## config.mk

```make
export PLATFORM = sky130hd
export DESIGN_NAME = rms_ctrl
export DESIGN_NICKNAME = d
export VERILOG_FILES = /design/src/rms_pkg.sv /design/src/rms_ctrl.sv
export SDC_FILE = /design/constraint.sdc
export NUM_CORES = 1
export LEC_CHECK = 0
export BUFFER_PORTS_ARGS = -buffer_cell sky130_fd_sc_hd__buf_4
export CORE_UTILIZATION = 44
export CTS_BUF_LIST = sky130_fd_sc_hd__clkbuf_8 sky130_fd_sc_hd__clkbuf_16
export CTS_CLUSTER_DIAMETER = 50
export DETAILED_ROUTE_END_ITERATION = 7
export PLACE_DENSITY = 0.84
export SYNTH_ARGS = -nofsm -noshare
export SYNTH_HDL_FRONTEND = slang
export SYNTH_SLANG_ARGS = --single-unit
```

## constraint.sdc

```tcl
create_clock -name clk -period 1.45 [get_ports clk]
set_input_delay 0.0725 -clock clk [delete_from_list [all_inputs] [get_ports clk]]
set_output_delay 0.0725 -clock clk [all_outputs]
set_load 0.005 [all_outputs]
```

## src/rms_pkg.sv

```systemverilog
// ----------------------------------------------------------------------------
// rms_pkg
// Shared types and constants of the rate monotonic task scheduler.
// ----------------------------------------------------------------------------
package rms_pkg;

	// Default sizes and fixed field widths
	localparam int NUM_SLOTS_DEF = 32;
	localparam int TIME_BITS_DEF = 16;
	localparam int CMD_W         = 3;
	localparam int SLOT_W        = 5;
	localparam int TIME_IN_W     = 16;
	localparam int PRIO_W        = 6;
	localparam int TICK_W        = 32;
	localparam int CNT_W         = 5;
	localparam int IDLE_BUDGET   = 5000;

	// Command codes of an input transaction
	typedef enum logic [CMD_W-1:0] {
		CMD_TICK   = 3'd0,
		CMD_CREATE = 3'd1,
		CMD_FINISH = 3'd2,
		CMD_LOCK   = 3'd3,
		CMD_UNLOCK = 3'd4
	} cmd_code_t;

	// Datapath operations issued by the controller
	typedef enum logic [3:0] {
		OP_NONE,
		OP_SCAN,
		OP_DECIDE,
		OP_DIV,
		OP_CREATE,
		OP_FINISH,
		OP_LOCK,
		OP_UNLOCK,
		OP_COMMIT
	} dp_op_t;

	typedef struct packed {
		logic             capture;
		dp_op_t           op;
		logic             wake;
		logic             scan_first;
		logic [CNT_W-1:0] cnt;
		logic             publish;
	} dp_cmd_t;

	typedef struct packed {
		logic repick;
		logic cur_runnable;
	} dp_stat_t;

endpackage

```

## src/rms_ctrl.sv

```systemverilog
// ----------------------------------------------------------------------------
// rms_ctrl
// Sequencer of the scheduler: slot scans, decision, divider steps, publish.
// ----------------------------------------------------------------------------
module rms_ctrl import rms_pkg::*; #(
	parameter int NUM_SLOTS = NUM_SLOTS_DEF
) (
	input  logic              clk,
	input  logic              arst_n,
	input  logic              in_valid,
	input  logic [CMD_W-1:0]  in_cmd,
	input  logic [SLOT_W-1:0] in_slot,
	output logic              in_ready,
	output logic              out_valid,
	input  logic              out_ready,
	output dp_cmd_t           cmd,
	input  dp_stat_t          stat
);
	localparam logic [CNT_W-1:0] LAST_SLOT = CNT_W'(NUM_SLOTS - 1);
	localparam logic [CNT_W-1:0] LAST_DIV  = CNT_W'(TICK_W - 1);

	typedef enum logic [3:0] {
		S_IDLE, S_SCAN, S_DECIDE, S_RESCAN, S_COMMIT, S_DIV, S_CREATE, S_EXEC, S_PUB
	} state_t;

	state_t             state_q;
	logic [CNT_W-1:0]   cnt_q;
	logic [CMD_W-1:0]   code_q;
	logic               out_valid_q;
	logic               out_free;
	logic               create_ok;

	assign in_ready  = (state_q == S_IDLE);
	assign out_valid = out_valid_q;
	assign out_free  = !out_valid_q || out_ready;
	assign create_ok = in_slot < SLOT_W'(NUM_SLOTS - 1);

	// State, counter and response valid
	always_ff @(posedge clk or negedge arst_n) begin
		if (!arst_n) begin
			state_q     <= S_IDLE;
			cnt_q       <= '0;
			code_q      <= CMD_TICK;
			out_valid_q <= 1'b0;
		end else begin
			// Raise the response on publish, drop it once taken
			if (state_q == S_PUB && out_free)
				out_valid_q <= 1'b1;
			else if (out_ready)
				out_valid_q <= 1'b0;
			case (state_q)
				S_IDLE: begin
					if (in_valid) begin
						code_q <= in_cmd;
						cnt_q  <= '0;
						case (in_cmd)
							CMD_TICK:   state_q <= S_SCAN;
							CMD_CREATE: state_q <= create_ok ? S_DIV : S_PUB;
							CMD_FINISH: state_q <= S_EXEC;
							CMD_LOCK:   state_q <= S_EXEC;
							CMD_UNLOCK: state_q <= S_EXEC;
							default:    state_q <= S_PUB;
						endcase
					end
				end
				S_SCAN: begin
					if (cnt_q == LAST_SLOT) begin
						cnt_q   <= '0;
						state_q <= S_DECIDE;
					end else begin
						cnt_q <= cnt_q + 1'b1;
					end
				end
				S_DECIDE: state_q <= stat.repick ? S_RESCAN : S_PUB;
				S_RESCAN: begin
					if (cnt_q == LAST_SLOT) begin
						cnt_q   <= '0;
						state_q <= S_COMMIT;
					end else begin
						cnt_q <= cnt_q + 1'b1;
					end
				end
				S_COMMIT: state_q <= S_PUB;
				S_DIV: begin
					cnt_q <= cnt_q + 1'b1;
					if (cnt_q == LAST_DIV)
						state_q <= S_CREATE;
				end
				S_CREATE: state_q <= S_PUB;
				S_EXEC:   state_q <= S_PUB;
				S_PUB: begin
					if (out_free)
						state_q <= S_IDLE;
				end
				default: state_q <= S_IDLE;
			endcase
		end
	end

	// Decode state into datapath commands
	always_comb begin
		cmd            = '0;
		cmd.op         = OP_NONE;
		cmd.capture    = in_valid && (state_q == S_IDLE);
		cmd.cnt        = cnt_q;
		cmd.scan_first = (cnt_q == '0);
		cmd.publish    = (state_q == S_PUB) && out_free;
		case (state_q)
			S_SCAN: begin
				cmd.op   = OP_SCAN;
				cmd.wake = 1'b1;
			end
			S_RESCAN: cmd.op = OP_SCAN;
			S_DECIDE: cmd.op = OP_DECIDE;
			S_COMMIT: cmd.op = OP_COMMIT;
			S_DIV:    cmd.op = OP_DIV;
			S_CREATE: cmd.op = OP_CREATE;
			S_EXEC: begin
				case (code_q)
					CMD_FINISH: cmd.op = OP_FINISH;
					CMD_LOCK:   cmd.op = OP_LOCK;
					CMD_UNLOCK: cmd.op = OP_UNLOCK;
					default:    cmd.op = OP_NONE;
				endcase
			end
			default: cmd.op = OP_NONE;
		endcase
	end
endmodule

```

After elaboration in Yosys (flattened, before gate mapping):

Index checks and enable logic that the tools add are counted.
Widths: inputs -> output; s select.

* bits of input ports: 14
* register bits: 13
* output and inout port bits: 15
* word-level logic and storage cells: 59

* add/subtract/negate cells: 1
* reduce and logical (&&, ||, !) cells: 15
* $lt $le $gt $ge: 1
* equality and inequality tests: 21
* muxes and demuxes: 17

Operator list (number)
* $mux 4: 7
* $pmux 4 s7: 1
* $pmux 4 s6: 1
* $eq 4x3->1 const B: 4
* $pmux 5 s3: 1
* $eq 3x2->1 const B: 4
* $pmux 4 s3: 1
* $mux 5: 2
* $ne 2x2->1 const B: 5
* $pmux 3 s3: 1
* $eq 4x2->1 const B: 2
* $eq 3x3->1 const B: 2
* $reduce_or 3->1: 2
* $add 5x1->5 const B: 1
* $eq 5x5->1 const B: 1
* $logic_not 5->1: 1
* $lt 5x5->1 const B: 1
* $reduce_and 5->1: 1
* $eq 4x1->1 const B: 1
* $eq 4x4->1 const B: 1
* $logic_not 4->1: 1
* $reduce_and 2->1: 2
* $eq 3x1->1 const B: 1
* $logic_not 3->1: 1
* other kinds (7): 10

Depth between registers and ports, before layout:

* word-level depth: 5
* mapped depth: 6
* mapped depth without buffers: 6

Worst setup path after synthesis:

No wires, ideal clock.

* path type: flip-flop to flip-flop
* from: reg cnt_q[0]
* to: reg cnt_q[0]
* stages on the path, launching flop included: 7
* path slack: -148 ps
* period minus slack after synthesis: 1598 ps
* arrival: 1533 ps
* path through: dfrtp_1 > ha_1 > and3_1 > ha_1 > nor2b_1 > nor3_1 > mux2_2

* cells in the longest elaborated chain, start to end: 3

Ends and longest elaborated chain
* start, declared: RTL line rms_ctrl.sv:27 `logic [CNT_W-1:0] cnt_q;`
* start signal, assigned: RTL line rms_ctrl.sv:71 `cnt_q <= cnt_q + 1'b1;`
* start signal, assigned: RTL line rms_ctrl.sv:80 `cnt_q <= cnt_q + 1'b1;`
* start signal, assigned: RTL line rms_ctrl.sv:85 `cnt_q <= cnt_q + 1'b1;`
* $add 5x1->5 / $eq 5x5->1 (equally long branches)
* $mux 5: RTL line rms_ctrl.sv:67, rms_ctrl.sv:76
* $pmux 5 s3 (*): RTL line rms_ctrl.sv:51 `case (state_q)`

Mark *: on every way between the ends. The rest lies on a longest branch, timed or not.
A chain may end at the register's enable or synchronous reset.

==> run metrics <==
grt ovf 0; slew of the pin with the lowest slew margin ~0.30 ns; clk sink count 13; Total GRT Usage approximately 29%; vias 1009; unrepaired setup endpoints after global routing true; vias in the first global route slightly above 900; # nets final roughly 170; Clock Path Buffers 2; setup TNS -0.567 ns; fraction of registers with async set/reset 100%; Data arrival, critical path 1.51 ns; top_reg_cell synth dfrtp_1; die area approximately 0.0022 mm2; Synth Net Count around 110; IO Port Bufs 27; Skew-Pair Late Insertion Delay 0.24 ns; maximum VDD drop about 0.0013 V; Final HPWL DP 1.76 mm; pwr/cell area ~1900 mW/mm2; final WL 3.06 mm; H-tree depth 1; DRT iter0 DRCs 16; worst-path maximum fanout 5; DIE WIDTH between 40 and 50 um; largest net degree at the start of global routing 14; # Max-Cap Violations 0; antenna violations before repair 0; Vias/cell ~5.7; yosys warns 0; FF+latch count, synth 13; Crit Path Category reg -> out; Initial Util between 40% and 50%; CP Launch Type register; share of cells above drive strength 1 65.1%; post-route setup slack -0.134 ns; crit end category output port; post-synthesis cell area ~900 um2; ANT nets after route 0; residual DRC count 0; failing checks negative setup slack; Critical Path RT roughly 1.4 ns; hold slack 0.0834 ns; sequential element share of the synthesized area between 30% and 40%; final hold vios 0; Synth Instances 95; post-synthesis average cell area between 9 and 10 um2; CTS Buf Count 3; maximum operating frequency 0.631 GHz; first-pass GRT wire length 4.30 mm; P_leak between 0.7 and 0.8 nW; Clock Skew 0.00166 ns; CTS root buf clkbuf_8; ANT cells 0; Area Overhead vs Synth 78.5%; placed inst area approximately 0.0013 mm2; worst slack, placed -0.0432 ns; IO Pins 29; drt first pass iters 6; die height roughly 47 um; post-route design area approximately 0.0016 mm2; num rows 16; Final period util 109%; Final GP Congestion ~0.83; Max Slew Vio Count 0; wire length per cell between 15 and 20 um; CTS tree yes; worst min path class in -> reg; Worst-path clk slew roughly 0.06 ns; Slew HR roughly four fifths; clock period minus worst slack between 1.5 and 2 ns; Core ar. roughly 0.0019 mm2; Synth cell types 40; Post-synth EDFFs 0; outcome finished with violations; Finish-stage setup viols 8
-- critical path, cell delays in order, from the launching register on --
cell and delay (ns):
dfrtp_2 0.46, or4b_4 0.56, a21oi_2 0.13, buf_4 0.12
-- layout by cell type, fill, tap and decap left out, types with 4 or more instances in the layout --
master	synthesis	routed
inv_1	5	5
dfrtp_1	13	9
mux2_2	4	4
nand2b_1	7	4
buf_6	0	8
dfrtp_2	0	4
buf_4	1	44
-- timing repair --
| action | CTS | global route |
|---|---|---|
| hold buffers | 1 | 0 |
| setup endpoints to repair | 12 | 21 |
| pin swaps | 11 | 8 |
| setup buffers | 6 | 5 |
| resized for setup | 25 | 21 |
| endpoints found under the hold margin | 13 | 0 |
-- final cells by class --
cell class	instances	area, um2
Tap cell	27	33.8
Timing Repair Buffer	54	450
Fill cell	115	334
Clock inverter	1	3.75
Sequential cell	13	330
Clock buffer	3	41.3
Multi-Input combinational cell	73	729
Inverter	5	18.8
-- metrics by stage --
stage               total power, mW  utilization, %  instances
floorplan                      1.36               -         95
global placement               1.95            65.3        160
detailed placement             2.01            65.3        160
CTS                            2.66            75.9        171
global route                   3.15            82.8        176
finish                         2.99            82.8        176
-- final timing paths --
check	end	depth (start not counted)	startpoint	slack [ns]
worst max-delay path	cmd[0]	3	state_q[1]	-0.13
worst max register to register	cnt_q[0]	6	cnt_q[1]	-0.09
min in group asynchronous	out_valid	2	arst_n	0.22
worst min-delay path	out_valid	2	out_ready	0.08
max in group asynchronous	state_q[2]	2	arst_n	1.04
worst min register to register	code_q[2]	2	code_q[2]	0.64
-- sequential cells by signal, indices dropped and copies added, names as in the netlist --
register,flops
cnt_q,5
state_q,4
code_q,3
out_valid,1
-- cell families (layout without fill, tap and decap cells) --
| group | after synthesis | after routing | synth area share [%] |
|---|---|---|---|
| muxes | 5 | 5 | 6.11 |
| xor gates and xnor gates | 2 | 2 | 1.94 |
| DFF | 13 | 13 | 36.1 |
| buffers and inverters | 9 | 63 | 4.44 |
| AOI/OAI and AO/OA | 25 | 25 | 19.4 |
| and+or+nand+nor | 38 | 38 | 27.8 |
| adders and majority gates | 3 | 3 | 4.17 |
-- layer usage --
metal / wire [um] / global-route usage, %
met1: 1200 / 32.7
met2: 1700 / 51.8
met3: 143 / 6.54
met4: 23 / 9.14
met5: 0 / 0
-- power by group --
| group | switching, mW | internal, mW | total [mW] |
|---|---|---|---|
| Sequential | 0.153 | 0.508 | 0.660 |
| Clock | 0.134 | 0.187 | 0.321 |
| Combinational | 0.879 | 1.13 | 2.01 |
| Total | 1.17 | 1.82 | 2.99 |
-- synth_stat cells (all sizes together), types with 3 or more instances --
library cell / number / share of area, %
inv: 5 / 2.1
a22o: 3 / 2.9
nor2b: 3 / 2.1
a311oi: 3 / 2.9
o21ai: 6 / 3.3
nand2: 5 / 2.4
dfrtp: 13 / 36
a21oi: 3 / 1.7
mux2: 4 / 5.0
ha: 3 / 4.2
buf: 3 / 1.9
nor3: 3 / 1.7
nand2b: 7 / 4.9
Power figures use the tool's default switching activity.
